**config.mk**
```make
export PLATFORM = sky130hd
export DESIGN_NAME = telemetry_frame_receiver
export DESIGN_NICKNAME = d
export VERILOG_FILES = /design/src/tfr_pkg.sv /design/src/tfr_front.sv /design/src/tfr_queue.sv /design/src/tfr_back.sv /design/src/telemetry_frame_receiver.sv
export SDC_FILE = /design/constraint.sdc
export NUM_CORES = 1
export LEC_CHECK = 0
export ABC_CLOCK_PERIOD_IN_PS = 11900
export BUFFER_PORTS_ARGS = -buffer_cell sky130_fd_sc_hd__buf_2
export CAP_MARGIN = 20
export CORE_ASPECT_RATIO = 1.75
export CORE_MARGIN = 4
export CORE_UTILIZATION = 55
export CTS_BUF_LIST = sky130_fd_sc_hd__clkbuf_2
export CTS_CLUSTER_SIZE = 30
export DETAILED_ROUTE_END_ITERATION = 6
export GPL_TIMING_DRIVEN = 0
export HOLD_SLACK_MARGIN = 0.1
export PLACE_DENSITY = 0.73
export SLEW_MARGIN = 20
export SYNTH_ARGS = -nofsm -noshare
export SYNTH_HDL_FRONTEND = slang
export SYNTH_SLANG_ARGS = --single-unit
```
**constraint.sdc**
```tcl
create_clock -name clk -period 11.9 [get_ports clk]
set_input_delay 0.595 -clock clk [delete_from_list [all_inputs] [get_ports clk]]
set_output_delay 0.595 -clock clk [all_outputs]
set_load 0.005 [all_outputs]
```
**src/tfr_pkg.sv**
```systemverilog
`timescale 1ns / 1ps

package tfr_pkg;

  // frame layout
  localparam int unsigned LONG_FRAME_BYTES  = 25;
  localparam int unsigned SHORT_FRAME_BYTES = 6;

  localparam logic [7:0] START_CODE     = 8'h50;
  localparam logic [7:0] TYPE_TELEMETRY = 8'h54;
  localparam logic [7:0] TYPE_MEASURE   = 8'h4D;
  localparam logic [7:0] TYPE_DEPTH     = 8'h53;
  localparam logic [7:0] SIGN_NEGATIVE  = 8'h01;

  // byte positions inside a long frame
  localparam logic [4:0] POS_START     = 5'd0;
  localparam logic [4:0] POS_TYPE      = 5'd1;
  localparam logic [4:0] POS_LON_SIGN  = 5'd4;
  localparam logic [4:0] POS_LON_LAST  = 5'd8;
  localparam logic [4:0] POS_LAT_SIGN  = 5'd9;
  localparam logic [4:0] POS_LAT_LAST  = 5'd13;
  localparam logic [4:0] POS_ALT_SIGN  = 5'd14;
  localparam logic [4:0] POS_ALT_LAST  = 5'd17;
  localparam logic [4:0] POS_SONAR_1ST = 5'd18;
  localparam logic [4:0] POS_SONAR_END = 5'd21;
  localparam logic [4:0] POS_CONF      = 5'd22;
  localparam logic [4:0] COUNT_MAX     = 5'd31;

  // depth of the queue between front and back
  localparam int unsigned QUEUE_DEPTH = 2;

  typedef enum logic [2:0] {
    ST_TELEMETRY_OK = 3'd0,
    ST_MEASURE_OK   = 3'd1,
    ST_DEPTH_OK     = 3'd2,
    ST_BAD_START    = 3'd3,
    ST_BAD_TYPE     = 3'd4,
    ST_BAD_LENGTH   = 3'd5,
    ST_BAD_CHECKSUM = 3'd6
  } frame_status_t;

  // classified frame, fields still in sign-magnitude form
  typedef struct packed {
    frame_status_t status;
    logic [32:0]   lon_sm;
    logic [32:0]   lat_sm;
    logic [24:0]   alt_sm;
    logic [31:0]   sonar;
    logic [7:0]    conf;
  } frame_rec_t;

  // result transaction
  typedef struct packed {
    logic               start_measurement;
    logic [7:0]         sonar_confidence;
    logic [31:0]        sonar_distance;
    logic signed [24:0] altitude;
    logic signed [32:0] latitude;
    logic signed [32:0] longitude;
    frame_status_t      frame_status;
  } result_t;

  localparam int unsigned RESULT_BITS = $bits(result_t);
  localparam int unsigned OUT_TDATA_BITS = ((RESULT_BITS + 7) / 8) * 8;

endpackage

```
**src/tfr_front.sv**
```systemverilog
`timescale 1ns / 1ps

module tfr_front (
  input  logic               clk,
  input  logic               rst_n,
  input  logic               byte_ok,
  input  logic [7:0]         data_byte,
  input  logic               burst_end,
  output logic               rec_push,
  output tfr_pkg::frame_rec_t rec
);

  logic [4:0]  byte_count_r, byte_count_nxt;
  logic [15:0] run_sum_r, run_sum_nxt;
  logic [15:0] prev_sum_r, prev_sum_nxt;
  logic        start_ok_r, start_ok_nxt;
  logic [7:0]  frame_type_r, frame_type_nxt;
  logic [15:0] tail_r, tail_nxt;
  logic [32:0] lon_r, lon_nxt;
  logic [32:0] lat_r, lat_nxt;
  logic [24:0] alt_r, alt_nxt;
  logic [31:0] sonar_r, sonar_nxt;
  logic [7:0]  conf_r, conf_nxt;

  logic [4:0]  idx;
  logic [5:0]  len;
  logic        is_long;
  logic        is_short;
  logic        neg_byte;
  tfr_pkg::frame_status_t status;

  assign idx      = byte_count_r;
  assign neg_byte = (data_byte == tfr_pkg::SIGN_NEGATIVE);

  // field capture for the current byte
  always_comb begin
    start_ok_nxt   = start_ok_r;
    frame_type_nxt = frame_type_r;
    lon_nxt        = lon_r;
    lat_nxt        = lat_r;
    alt_nxt        = alt_r;
    sonar_nxt      = sonar_r;
    conf_nxt       = conf_r;
    if (idx == tfr_pkg::POS_START) begin
      start_ok_nxt = (data_byte == tfr_pkg::START_CODE);
    end
    if (idx == tfr_pkg::POS_TYPE) begin
      frame_type_nxt = data_byte;
    end
    if (idx == tfr_pkg::POS_LON_SIGN) begin
      lon_nxt[32] = neg_byte;
    end else if (idx > tfr_pkg::POS_LON_SIGN && idx <= tfr_pkg::POS_LON_LAST) begin
      lon_nxt[31:0] = {lon_r[23:0], data_byte};
    end
    if (idx == tfr_pkg::POS_LAT_SIGN) begin
      lat_nxt[32] = neg_byte;
    end else if (idx > tfr_pkg::POS_LAT_SIGN && idx <= tfr_pkg::POS_LAT_LAST) begin
      lat_nxt[31:0] = {lat_r[23:0], data_byte};
    end
    if (idx == tfr_pkg::POS_ALT_SIGN) begin
      alt_nxt[24] = neg_byte;
    end else if (idx > tfr_pkg::POS_ALT_SIGN && idx <= tfr_pkg::POS_ALT_LAST) begin
      alt_nxt[23:0] = {alt_r[15:0], data_byte};
    end
    if (idx >= tfr_pkg::POS_SONAR_1ST && idx <= tfr_pkg::POS_SONAR_END) begin
      sonar_nxt = {sonar_r[23:0], data_byte};
    end
    if (idx == tfr_pkg::POS_CONF) begin
      conf_nxt = data_byte;
    end
  end

  // running checksum and the two newest bytes
  assign tail_nxt     = {tail_r[7:0], data_byte};
  assign prev_sum_nxt = run_sum_r;
  assign run_sum_nxt  = run_sum_r + {8'd0, data_byte};
  assign byte_count_nxt = (byte_count_r == tfr_pkg::COUNT_MAX) ? byte_count_r
                                                               : byte_count_r + 5'd1;

  // classification at the burst end, checks in priority order
  assign len      = {1'b0, idx} + 6'd1;
  assign is_long  = (frame_type_nxt == tfr_pkg::TYPE_TELEMETRY) ||
                    (frame_type_nxt == tfr_pkg::TYPE_MEASURE);
  assign is_short = (frame_type_nxt == tfr_pkg::TYPE_DEPTH);

  always_comb begin
    if (!start_ok_nxt) begin
      status = tfr_pkg::ST_BAD_START;
    end else if (len < 6'd2 || (!is_long && !is_short)) begin
      status = tfr_pkg::ST_BAD_TYPE;
    end else if (is_long && len != 6'(tfr_pkg::LONG_FRAME_BYTES)) begin
      status = tfr_pkg::ST_BAD_LENGTH;
    end else if (is_short && len != 6'(tfr_pkg::SHORT_FRAME_BYTES)) begin
      status = tfr_pkg::ST_BAD_LENGTH;
    end else if (prev_sum_r != tail_nxt) begin
      status = tfr_pkg::ST_BAD_CHECKSUM;
    end else if (is_short) begin
      status = tfr_pkg::ST_DEPTH_OK;
    end else if (frame_type_nxt == tfr_pkg::TYPE_MEASURE) begin
      status = tfr_pkg::ST_MEASURE_OK;
    end else begin
      status = tfr_pkg::ST_TELEMETRY_OK;
    end
  end

  assign rec_push    = byte_ok && burst_end;
  assign rec.status  = status;
  assign rec.lon_sm  = lon_nxt;
  assign rec.lat_sm  = lat_nxt;
  assign rec.alt_sm  = alt_nxt;
  assign rec.sonar   = sonar_nxt;
  assign rec.conf    = conf_nxt;

  // burst state, cleared after every burst end
  always_ff @(posedge clk) begin
    if (!rst_n || rec_push) begin
      byte_count_r <= '0;
      run_sum_r    <= '0;
      prev_sum_r   <= '0;
      start_ok_r   <= 1'b0;
      frame_type_r <= '0;
      tail_r       <= '0;
      lon_r        <= '0;
      lat_r        <= '0;
      alt_r        <= '0;
      sonar_r      <= '0;
      conf_r       <= '0;
    end else if (byte_ok) begin
      byte_count_r <= byte_count_nxt;
      run_sum_r    <= run_sum_nxt;
      prev_sum_r   <= prev_sum_nxt;
      start_ok_r   <= start_ok_nxt;
      frame_type_r <= frame_type_nxt;
      tail_r       <= tail_nxt;
      lon_r        <= lon_nxt;
      lat_r        <= lat_nxt;
      alt_r        <= alt_nxt;
      sonar_r      <= sonar_nxt;
      conf_r       <= conf_nxt;
    end
  end

endmodule

```
**src/tfr_queue.sv**
```systemverilog
`timescale 1ns / 1ps

module tfr_queue (
  input  logic                clk,
  input  logic                rst_n,
  input  logic                push,
  input  tfr_pkg::frame_rec_t push_data,
  output logic                full,
  input  logic                pop,
  output tfr_pkg::frame_rec_t pop_data,
  output logic                empty
);

  localparam int unsigned DEPTH  = tfr_pkg::QUEUE_DEPTH;
  localparam int unsigned IDX_W  = (DEPTH > 1) ? $clog2(DEPTH) : 1;
  localparam int unsigned CNT_W  = $clog2(DEPTH + 1);

  tfr_pkg::frame_rec_t mem [DEPTH];
  logic [IDX_W-1:0] wr_ptr_r;
  logic [IDX_W-1:0] rd_ptr_r;
  logic [CNT_W-1:0] count_r;
  logic             do_push;
  logic             do_pop;

  assign full     = (count_r == CNT_W'(DEPTH));
  assign empty    = (count_r == '0);
  assign do_push  = push && !full;
  assign do_pop   = pop && !empty;
  assign pop_data = mem[rd_ptr_r];

  // entry storage
  always_ff @(posedge clk) begin
    if (do_push) begin
      mem[wr_ptr_r] <= push_data;
    end
  end

  // pointers and fill count
  always_ff @(posedge clk) begin
    if (!rst_n) begin
      wr_ptr_r <= '0;
      rd_ptr_r <= '0;
      count_r  <= '0;
    end else begin
      if (do_push) begin
        wr_ptr_r <= (wr_ptr_r == IDX_W'(DEPTH - 1)) ? '0 : wr_ptr_r + IDX_W'(1);
      end
      if (do_pop) begin
        rd_ptr_r <= (rd_ptr_r == IDX_W'(DEPTH - 1)) ? '0 : rd_ptr_r + IDX_W'(1);
      end
      if (do_push && !do_pop) begin
        count_r <= count_r + CNT_W'(1);
      end else if (do_pop && !do_push) begin
        count_r <= count_r - CNT_W'(1);
      end
    end
  end

endmodule

```
**src/tfr_back.sv**
```systemverilog
`timescale 1ns / 1ps

module tfr_back (
  input  logic                clk,
  input  logic                rst_n,
  input  logic                rec_avail,
  input  tfr_pkg::frame_rec_t rec,
  output logic                rec_pop,
  output logic                res_valid,
  input  logic                res_ready,
  output tfr_pkg::result_t    res
);

  logic             out_valid_r;
  tfr_pkg::result_t out_r;
  tfr_pkg::result_t out_nxt;
  logic             data_ok;

  assign rec_pop = rec_avail && (!out_valid_r || res_ready);
  assign data_ok = (rec.status == tfr_pkg::ST_TELEMETRY_OK) ||
                   (rec.status == tfr_pkg::ST_MEASURE_OK);

  // sign-magnitude to two's complement, fields only for good data frames
  always_comb begin
    out_nxt              = '0;
    out_nxt.frame_status = rec.status;
    if (data_ok) begin
      out_nxt.longitude = rec.lon_sm[32] ? -$signed({1'b0, rec.lon_sm[31:0]})
                                         :  $signed({1'b0, rec.lon_sm[31:0]});
      out_nxt.latitude  = rec.lat_sm[32] ? -$signed({1'b0, rec.lat_sm[31:0]})
                                         :  $signed({1'b0, rec.lat_sm[31:0]});
      out_nxt.altitude  = rec.alt_sm[24] ? -$signed({1'b0, rec.alt_sm[23:0]})
                                         :  $signed({1'b0, rec.alt_sm[23:0]});
      out_nxt.sonar_distance    = rec.sonar;
      out_nxt.sonar_confidence  = rec.conf;
      out_nxt.start_measurement = (rec.status == tfr_pkg::ST_MEASURE_OK);
    end
  end

  // output register
  always_ff @(posedge clk) begin
    if (!rst_n) begin
      out_valid_r <= 1'b0;
    end else if (rec_pop) begin
      out_valid_r <= 1'b1;
    end else if (res_ready) begin
      out_valid_r <= 1'b0;
    end
  end

  always_ff @(posedge clk) begin
    if (rec_pop) begin
      out_r <= out_nxt;
    end
  end

  assign res_valid = out_valid_r;
  assign res       = out_r;

endmodule

```
**src/telemetry_frame_receiver.sv**
```systemverilog
`timescale 1ns / 1ps

// Telemetry frame receiver. Takes one received serial byte per transaction on
// the in_ stream, with in_tlast on the last byte of each burst, and gives one
// result transaction per burst: the frame status (0 telemetry ok, 1 measure ok,
// 2 depth request ok, 3 bad start, 4 unknown type, 5 bad length, 6 bad checksum)
// and, for telemetry and measure frames, the decoded position, sonar reading and
// start flag. One byte is taken every cycle while in_tready is high; the front
// keeps a running checksum and field accumulators, so it never stalls a byte. A
// result passes through the queue and is then loaded into the output register,
// which raises out_tvalid, once that register is empty or its result is taken. A
// two-entry queue between the classifier and the output stage keeps bytes flowing
// while a result waits on out_tready; in_tready drops only when that queue is full.

module telemetry_frame_receiver (
  input  logic                                 clk,
  input  logic                                 rst_n,
  input  logic                                 in_tvalid,
  output logic                                 in_tready,
  input  logic [7:0]                           in_tdata,   // data_byte
  input  logic                                 in_tlast,   // burst_end
  output logic                                 out_tvalid,
  input  logic                                 out_tready,
  // frame_status[2:0], longitude[35:3], latitude[68:36], altitude[93:69],
  // sonar_distance[125:94], sonar_confidence[133:126], start_measurement[134]
  output logic [tfr_pkg::OUT_TDATA_BITS-1:0]   out_tdata
);

  logic                in_ok;
  logic                rec_push;
  logic                q_full;
  logic                q_empty;
  logic                rec_pop;
  tfr_pkg::frame_rec_t front_rec;
  tfr_pkg::frame_rec_t back_rec;
  tfr_pkg::result_t    res;

  assign in_tready = !q_full;
  assign in_ok     = in_tvalid && in_tready;

  tfr_front u_front (
    .clk       (clk),
    .rst_n     (rst_n),
    .byte_ok   (in_ok),
    .data_byte (in_tdata),
    .burst_end (in_tlast),
    .rec_push  (rec_push),
    .rec       (front_rec)
  );

  tfr_queue u_queue (
    .clk       (clk),
    .rst_n     (rst_n),
    .push      (rec_push),
    .push_data (front_rec),
    .full      (q_full),
    .pop       (rec_pop),
    .pop_data  (back_rec),
    .empty     (q_empty)
  );

  tfr_back u_back (
    .clk       (clk),
    .rst_n     (rst_n),
    .rec_avail (!q_empty),
    .rec       (back_rec),
    .rec_pop   (rec_pop),
    .res_valid (out_tvalid),
    .res_ready (out_tready),
    .res       (res)
  );

  // pad the result up to whole bytes
  assign out_tdata = {{(tfr_pkg::OUT_TDATA_BITS - tfr_pkg::RESULT_BITS){1'b0}}, res};

endmodule
```
==> results of run 1 <==
-- worst max-delay path, stage by stage (launching register included) --
cell and delay, ns:
dfxtp_1 0.58, buf_2 0.42, buf_6 0.26, buf_6 0.23
buf_6 0.22, buf_4 0.27, buf_4 0.34, mux2i_1 0.39
ha_1 0.27, o21a_1 0.23, and4_1 0.26, buf_1 0.27
nand3_1 0.12, and4b_1 0.28, nor3_1 0.05
-- metrics by stage --
stage                     cells  hold WS [ns]  utilization
after CTS                  3164        0.1331       0.6222
after detailed placement   2922        0.4473       0.5924
final                      3165        0.2424       0.6222
after floorplan            2169        0.4329            -
after global placement     2911        0.4387       0.5867
after global routing       3165        0.2296       0.6222
-- worst paths after layout --
path | end | cells past startpoint
worst max-delay path | u_back.res[35] | 14
worst min-delay path | u_front.prev_sum_nxt[11] | 5
worst max register to register | u_back.res[35] | 14
worst min register to register | u_front.alt_r[23] | 2
-- cell families (layout without fill, tap and decap cells) --
kind of cell / count (synthesis) / count (layout) / synth area share
XOR/XNOR: 115 / 115 / 0.03797
flip-flops: 594 / 594 / 0.6003
other: 1 / 2 / 0.0001414
AND/OR/NAND/NOR: 714 / 714 / 0.1309
adder cells (fa/ha/maj): 20 / 20 / 0.009716
AO/OA/AOI/OAI: 290 / 290 / 0.08032
multiplexers: 278 / 278 / 0.1120
buffers and inverters: 157 / 558 / 0.02863
-- layout make-up --
class                           count  area [um^2]  area share
Clock buffer                      186        930.9     0.03133
Clock inverter                     45        382.9     0.01289
Sequential cell                   594        15930      0.5360
Tap cell                          594        743.2     0.02502
Inverter                           15        56.30    0.001895
Timing Repair Buffer              170         1101     0.03706
Multi-Input combinational cell   1418         9864      0.3320
Antenna cell                        1        2.502  0.00008423
Buffer                            142        703.2     0.02367
-- timing repair --
| action | CTS | global route |
|---|---|---|
| hold buffers | 11 | 0 |
| endpoints found under the hold margin | 16 | 0 |
| setup endpoints to repair | 0 | 0 |
-- layout by cell type (no fill, tap or decap), types with 12 or more instances in the layout --
master and count:
nand2b_1 69, buf_4 21, clkbuf_1 70, a21oi_1 97, clkinv_1 17, mux2i_1 131, buf_2 179, edfxtp_1 403
inv_1 15, clkbuf_2 186, o21ai_0 30, nand2_1 154, nor3b_1 16, o2111a_1 64, xor2_1 79, xnor2_1 36
buf_1 13, nor4_1 16, mux2_2 135, ha_1 19, nand3_1 12, nor2_1 278, dfxtp_1 191, nor3_1 77
a31oi_1 26
-- layer usage --
layer / vias to the layer above / GRT usage / share of wire
met3: 164 / 0.03898 / 0.051
met2: 692 / 0.4659 / 0.53
met5: - / 0 / 0
li1: 8634 / - / -
met1: 8851 / 0.2889 / 0.37
met4: 0 / 0.1247 / 0.044
-- power breakdown --
group	internal [W]	total (W)	switching, W
Combinational	0.000688	0.00180	0.00111
Sequential	0.00262	0.00276	0.000137
Clock	0.000578	0.00135	0.000767
-- synthesized netlist by cell type, types with 5 or more instances --
| master | count |
|---|---|
| a211oi_1 | 8 |
| a21oi_1 | 97 |
| a22oi_1 | 5 |
| a31oi_1 | 26 |
| a41oi_1 | 7 |
| and2_1 | 8 |
| buf_1 | 13 |
| buf_2 | 31 |
| buf_4 | 21 |
| buf_6 | 7 |
| clkbuf_1 | 70 |
| dfxtp_1 | 191 |
| edfxtp_1 | 403 |
| ha_1 | 19 |
| inv_1 | 15 |
| mux2_1 | 10 |
| mux2_2 | 135 |
| mux2i_1 | 131 |
| nand2_1 | 154 |
| nand2b_1 | 69 |
| nand3_1 | 12 |
| nand4_1 | 8 |
| nor2_1 | 280 |
| nor2b_1 | 11 |
| nor3_1 | 77 |
| nor3b_1 | 16 |
| nor4_1 | 16 |
| nor4b_1 | 6 |
| nor4b_2 | 5 |
| o2111a_1 | 64 |
| o21ai_0 | 30 |
| o31ai_1 | 11 |
| or2_2 | 7 |
| or3_1 | 10 |
| xnor2_1 | 36 |
| xor2_1 | 79 |
-- sequential cells by signal, indices dropped and copies added (netlist names), 2 cells and up, named ones only --
name / cells
u_front.sonar_r: 32
u_back.res: 135
u_front.frame_type_r: 8
u_queue.count_r: 2
u_queue.mem: 268
u_front.conf_r: 8
u_front.prev_sum_nxt: 16
u_front.tail_r: 8
u_front.lon_r: 33
u_front.prev_sum_r: 16
u_front.byte_count_r: 5
u_front.alt_r: 25
u_front.lat_r: 33
==> flow_summary.rst, run 1 <==
.. list-table::
   :header-rows: 1

   * - Metric
     - Value
   * - Gate count of the mapped netlist
     - between 2000 and 2500
   * - Maximum level of the CTS H-tree
     - 4
   * - Number of fill cells in the layout
     - about 3800
   * - Share of the cycle needed by the critical path after routing
     - 0.3751
   * - Average via count per standard cell
     - 5.795
   * - Number of placement rows
     - between 100 and 150
   * - Via count of the first global-routing pass
     - ~19000
   * - Die area
     - between 50000 and 60000 um^2
   * - Worst Hold Class
     - in2reg
   * - Die Y
     - approximately 300 um
   * - Fraction of final layout cells sized beyond drive strength 1
     - 0.2331
   * - Num ports
     - between 150 and 200
   * - Crit Path Category
     - reg2reg
   * - Final weighted congestion in routability-driven placement
     - just over 0.9
   * - Unrepaired setup endpoints after global routing
     - no
   * - Fin Clk Skew
     - 0.08829 ns
   * - DRT iter0 DRCs
     - approximately 1400
   * - Clock root buffer master
     - clkbuf_2
   * - Clock transition at the registers of the reported paths
     - between 0.1 and 0.15 ns
   * - TritonRoute pass-1 iters
     - 7
   * - Synthesis-to-finish area growth
     - 11.99%
   * - Run status
     - complete, no violations
   * - Placed inst area
     - around 28000 um^2
   * - Initial antenna violation count
     - 1
   * - Total Nets Final
     - between 2000 and 3000
   * - Count of pins over their slew limit
     - 0
   * - Avg WL per Cell
     - approximately 21 um
   * - Number of synthesized flops with an enable pin
     - just over 400
   * - Most area-consuming cells after synthesis
     - edfxtp_1 46%, dfxtp_1 14%, mux2_2 5.7%
   * - Synth Register Bits
     - 594
   * - Sequential element share of the synthesized area
     - 0.6003
   * - Nature of the critical path startpoint
     - flip-flop
   * - Worst endpoint data arrival time
     - 5.30 ns
   * - Share of the synthesized area in the top cell type
     - 0.4562
   * - Cell Area, Synth
     - 26530 um^2
   * - Die outline width
     - 174.0 um
   * - Clock insertion delay at the later pin of the skew report
     - between 1 and 1.5 ns
   * - Clock Path Buffers
     - 3
   * - Number of resized instances in the post-cts repair step
     - 0
   * - Pwr Total
     - around 0.0059 W
   * - Peak ir drop on the vdd network
     - 135.8 uV
   * - Initial standard-cell utilization of the core
     - 0.5556
   * - Number of library cell types mapped by synthesis
     - just over 80
   * - Wire length of the first global-routing pass
     - a little over 100000 um
   * - Post-CTS repair timing setup buffer count
     - 0
   * - Sum of net half-perimeters after detailed placement
     - 48560 um
   * - Number of warnings printed during yosys synthesis
     - 0
   * - Antenna Nets Post-Route
     - 0
   * - Crit-path max FO
     - 10
   * - Via total after detailed routing
     - around 18000
   * - Dominant register cell in the synthesized netlist
     - edfxtp_1
   * - DRC violations left
     - 0
   * - CTS sink count
     - slightly below 600
   * - Post-place setup slack
     - roughly 7.5 ns
   * - Static leakage
     - 11.22 nW
   * - Total core area
     - about 48000 um^2
   * - Setup-failing EPs final
     - 0
   * - Post-route minimum period
     - roughly 4.5 ns
   * - Data required time of the critical path
     - 12.73 ns
   * - Final critical-path setup slack
     - ~7.4 ns
   * - Synthesized area divided by synthesized cell count
     - around 12 um^2
   * - MaxCap Viol Count
     - 0
   * - TritonCTS clock tree
     - yes
   * - Post-synthesis cell type with the largest combined area
     - edfxtp_1
   * - Synth Net Count
     - around 2200
   * - Transition at the pin with the smallest max-transition slack
     - ~1.1 ns
   * - Largest net degree at the start of global routing
     - 55
   * - GR Util All Layers
     - 0.2549
   * - Hold Path Origin
     - in_tdata[7]
   * - Number of hold-slack violations in the final timing report
     - 0
   * - Power per cell area
     - around 200 nW/um^2
   * - Max_slew headroom
     - 0.2468
   * - Total global routing overflow
     - 0
   * - Final wirelength
     - 66840 um
   * - Number of buffers created by CTS
     - 132
   * - Sum of negative setup slack
     - 0 ns
   * - Number of buffers added on ports
     - 148
   * - Worst R2R Setup Slack
     - about 7.4 ns
   * - Timing-limited maximum frequency
     - approximately 220 MHz
   * - Final standard cell area without fillers
     - about 30000 um^2
   * - Kind of end point of the critical path
     - flip-flop
   * - Async S/R FF share, synth
     - 0
Power figures use the tool's default switching activity.
==> inputs of run 2 (changes only) <==
--- a/config.mk
+++ b/config.mk
@@ -5,7 +5,8 @@
 export SDC_FILE = /design/constraint.sdc
 export NUM_CORES = 1
 export LEC_CHECK = 0
-export ABC_CLOCK_PERIOD_IN_PS = 11900
+export ABC_AREA = 1
+export ABC_CLOCK_PERIOD_IN_PS = 4500
 export BUFFER_PORTS_ARGS = -buffer_cell sky130_fd_sc_hd__buf_2
 export CAP_MARGIN = 20
 export CORE_ASPECT_RATIO = 1.75
==> constraint.sdc (replaced) <==
create_clock -name clk -period 4.5 [get_ports clk]
set_input_delay 0.225 -clock clk [delete_from_list [all_inputs] [get_ports clk]]
set_output_delay 0.225 -clock clk [all_outputs]
set_load 0.005 [all_outputs]
==> flow_summary.rst, run 2 <==
.. list-table::
   :header-rows: 1

   * - Metric
     - Value
   * - Run status
     - finished with violations
   * - Violated checks
     - DRC
   * - Maximum level of the CTS H-tree
     - 4 (unchanged)
   * - MaxCap Viol Count
     - 0 (unchanged)
   * - Cell Area, Synth
     - 26660 um^2 (+0.48%)
   * - Worst Reg2Reg Path Length in Cells
     - 10 (-4)
   * - Share of the cycle needed by the critical path after routing
     - 0.7070 (+0.3318)
   * - Synthesis-to-finish area growth
     - 13.59%
   * - Count of non-filler cells in the finished layout
     - 4022 (+27%)
   * - Number of fill cells in the layout
     - 4007 (+5.4%)
   * - Total global routing overflow
     - 0 (unchanged)
   * - Number of library cell types mapped by synthesis
     - 52 (-37%)
   * - DRC violations left
     - 13 (+13)
   * - Final weighted congestion in routability-driven placement
     - 0.9235 (about the same)
   * - Peak ir drop on the vdd network
     - 453.6 uV (+230%)
   * - Dominant register cell in the synthesized netlist
     - edfxtp_1
   * - Clock insertion delay at the later pin of the skew report
     - 1.15 ns (+0.03 ns)
   * - Number of synthesized flops with an enable pin
     - 403 (unchanged)
   * - Critical path's largest stage delay
     - 0.68 ns (+0.10 ns)
   * - Synth Net Count
     - 2981 (+35%)
   * - Die area
     - 52190 um^2 (+0.46%)
   * - Area of combinational cells with multiple inputs
     - 8635 um^2 (-12%)
   * - Number of flip-flops in the largest register
     - 268 (unchanged)
   * - Clock root buffer master
     - clkbuf_2
   * - Static leakage
     - 12.92 nW (+15%)
   * - Worst setup path start
     - u_queue.count_r[0]
   * - Via total after detailed routing
     - 21624 (+18%)
   * - Crit Path Category
     - reg2reg
   * - TritonRoute pass-1 iters
     - 7 (unchanged)
   * - Worst Hold Class
     - in2reg
   * - Sum of net half-perimeters after detailed placement
     - 52130 um (+7.4%)
   * - Average via count per standard cell
     - 5.376 (-7.2%)
   * - FF/Latch Area
     - 15930 um^2 (unchanged)
   * - Worst min-delay path endpoint
     - u_front.frame_type_r[3]
   * - Share of the synthesized area in the top cell type
     - 0.4540 (-0.002184)
   * - Gate count of the mapped netlist
     - 2948 (+36%)
   * - Total Nets Final
     - 3303 (+32%)
   * - Number of hold-slack violations in the final timing report
     - 0 (unchanged)
   * - Count of pins over their slew limit
     - 0 (unchanged)
   * - Kind of end point of the critical path
     - flip-flop
   * - Antenna Nets Post-Route
     - 0 (unchanged)
   * - FF-to-FF Start
     - u_queue.count_r[0]
   * - Number of placement rows
     - 106 (unchanged)
   * - Top cell family by delay on the critical path
     - buffers and inverters
   * - Number of buffers added on ports
     - 149 (+0.68%)
   * - Transition at the pin with the smallest max-transition slack
     - 1.098 ns (-0.03171 ns)
   * - Clock Path Buffers
     - 3 (unchanged)
   * - Post-CTS repair timing setup buffer count
     - 0 (unchanged)
   * - Setup-failing EPs final
     - 0 (unchanged)
   * - Final standard cell area without fillers
     - 30280 um^2 (+1.9%)
   * - Hold Path Origin
     - in_tdata[3]
   * - Max_slew headroom
     - 0.2680 (+0.02114)
   * - Commonest cells in the synthesized netlist
     - 667 x nand2_1, 403 x edfxtp_1, 371 x inv_1
   * - Placed inst area
     - 28640 um^2 (+1.3%)
   * - Largest net degree at the start of global routing
     - 28 (-49%)
   * - Fraction of final layout cells sized beyond drive strength 1
     - 0.1486 (-0.08450)
   * - GR Util All Layers
     - 0.2721 (+0.01719)
   * - Hold-fix buffers, CTS
     - 24 (+13)
   * - Share of the core filled with cells
     - 0.6324 (+0.01017)
   * - Avg WL per Cell
     - 17.87 um (-15%)
   * - Synthesized area divided by synthesized cell count
     - 9.042 um^2 (-26%)
   * - Final wirelength
     - 71880 um (+7.5%)
   * - Instance count after placement with tap cells included
     - 3762 (+29%)
   * - Number of resized instances in the post-cts repair step
     - 0 (unchanged)
   * - DRT iter0 DRCs
     - 1831 (+28%)
   * - Slowest library cell on the worst path
     - dlygate4sd3_1
   * - Most common cell in the netlist
     - nand2_1
   * - Worst endpoint data arrival time
     - 3.96 ns (-1.34 ns)
   * - Timing-limited maximum frequency
     - 314.3 MHz (+40%)
   * - Sequential element share of the synthesized area
     - 0.5974 (-0.002874)
   * - Power per cell area
     - 590.4 nW/um^2 (+200%)
   * - Top library cells by usage in the layout, fill and taps aside
     - 667 x nand2_1, 403 x edfxtp_1, 371 x inv_1
   * - Unrepaired setup endpoints after global routing
     - no
   * - Most area-consuming cells after synthesis
     - edfxtp_1 45%, dfxtp_1 14%, nand2_1 9.4%
   * - Post-route minimum period
     - 3.181 ns (-1.283 ns)
   * - Nature of the critical path startpoint
     - flip-flop
   * - Worst R2R Setup Slack
     - 1.32 ns (-6.12 ns)
   * - Async S/R FF share, synth
     - 0 (unchanged)
   * - Count of buffering cells on the critical path with inverters included
     - 6 (-1)
   * - Die outline width
     - 174.4 um (+0.23%)
   * - Worst r2r dst
     - u_queue.mem[0][60]
   * - Post-place setup slack
     - 1.518 ns (-5.999 ns)
   * - Largest Register
     - u_queue.mem
   * - Num ports
     - 151 (unchanged)
   * - Final critical-path setup slack
     - 1.319 ns (-6.117 ns)
   * - CTS sink count
     - 594 (unchanged)
   * - Data required time of the critical path
     - 5.28 ns (-7.45 ns)
   * - Initial antenna violation count
     - 2 (+1)
   * - Total core area
     - 47880 um^2 (+0.28%)
   * - TritonCTS clock tree
     - yes
   * - Fin Clk Skew
     - 0.08362 ns (-0.004672 ns)
   * - Wire length of the first global-routing pass
     - 111400 um (+7.6%)
   * - Via count of the first global-routing pass
     - 21243 (+13%)
   * - Final hold slack
     - 0.2112 ns (-0.03118 ns)
   * - Critical path, cell by cell
     - inv_1 -> nand2_1 -> nand2_1 -> inv_2 -> nand2_1 -> dlygate4sd3_1 -> nor2_4 -> buf_12 -> buf_16 -> buf_12
   * - Number of buffers created by CTS
     - 130 (-1.5%)
   * - Clock transition at the registers of the reported paths
     - 0.10 ns (about the same)
   * - Most common cell after layout, fill and taps aside
     - nand2_1
   * - Initial standard-cell utilization of the core
     - 0.5568 (+0.001126)
   * - Most used cell along the critical path
     - nand2_1
   * - Crit-path max FO
     - 27 (+17)
   * - Worst hold path depth
     - 6 (+1)
   * - Die Y
     - 299.2 um (+0.23%)
   * - Post-synthesis cell type with the largest combined area
     - edfxtp_1
   * - Synth Register Bits
     - 594 (unchanged)
   * - Number of warnings printed during yosys synthesis
     - 0 (unchanged)
## run 2: cell types whose count changed in the layout (fill, tap and decap cells not counted), moves of 53 or more
cell      change
inv_1       +356
nand3_1      +58
xor2_1       -72
nor3_1       -53
nand2b_1     -69
mux2i_1     -128
a21oi_1     +156
mux2_2      -135
o21ai_0     +308
o2111a_1     -64
nand2_1     +513
## run 2: worst max-delay path by stage
| stage | end | cells after the start |
|---|---|---|
| after floorplan | u_queue.mem[0][0] | 6 |
| after global placement | u_queue.mem[1][63] | 6 |
| after detailed placement | u_back.res[70] | 7 |
| after CTS | u_queue.mem[0][60] | 10 |
| after global routing | u_queue.mem[0][63] | 10 |
| final | u_queue.mem[0][60] | 10 |
## run 2: metrics by stage
| stage | TNS [ns] | total power, W |
|---|---|---|
| 3_3_place_gp | -622.18 | 0.01384 |
| 6_report | 0 | 0.01788 |
| 4_1_cts | 0 | 0.01796 |
| 3_5_place_dp | 0 | 0.01417 |
| 5_1_grt | 0 | 0.01902 |
| 2_1_floorplan | -66.29 | 0.01166 |
## run 2: logic make-up (layout without fill, tap and decap cells)
family,count (synthesis),count (layout),synth area share
compound gates,677,677,0.1325
xor+xnor,19,19,0.006243
fa+ha+maj,20,20,0.009669
buf+inv,519,943,0.07965
flops,594,594,0.5974
mux,3,3,0.001127
other cells,1,3,0.0001407
simple gates,1115,1115,0.1733
## run 2: layout make-up
cell class | count | share of cell area
sequential | 594 | 0.5260
multi-input combinational | 1835 | 0.2852
inverter | 380 | 0.04711
timing repair buffer | 190 | 0.04579
clock buffer | 179 | 0.02959
tap | 648 | 0.02678
buffer | 139 | 0.02302
clock inverter | 55 | 0.01645
antenna | 2 | 0.0001653
## run 2: report_power, final
| group | leakage [nW] | internal (W) | switching (W) |
|---|---|---|---|
| registers | 5.42 | 0.00734 | 0.000381 |
| logic | 6.52 | 0.00201 | 0.00437 |
| clock network | 0.982 | 0.00167 | 0.00211 |
| total | 12.9 | 0.0110 | 0.00686 |
## run 2: worst register-to-register path: cells and delay by family, from the launching register on
family,cells,cell delay [ns]
DFF,1,0.33
buffers and inverters,6,1.73
and+or+nand+nor,4,0.82
## run 2: layer usage
metal  track usage  vias to the layer above  wire length, um
li1              -                    10497                -
met5             0                        -                0
met2        0.5048                      838            38090
met3       0.04492                      223             3924
met4        0.1530                        0             3855
met1        0.2900                    10066            26010
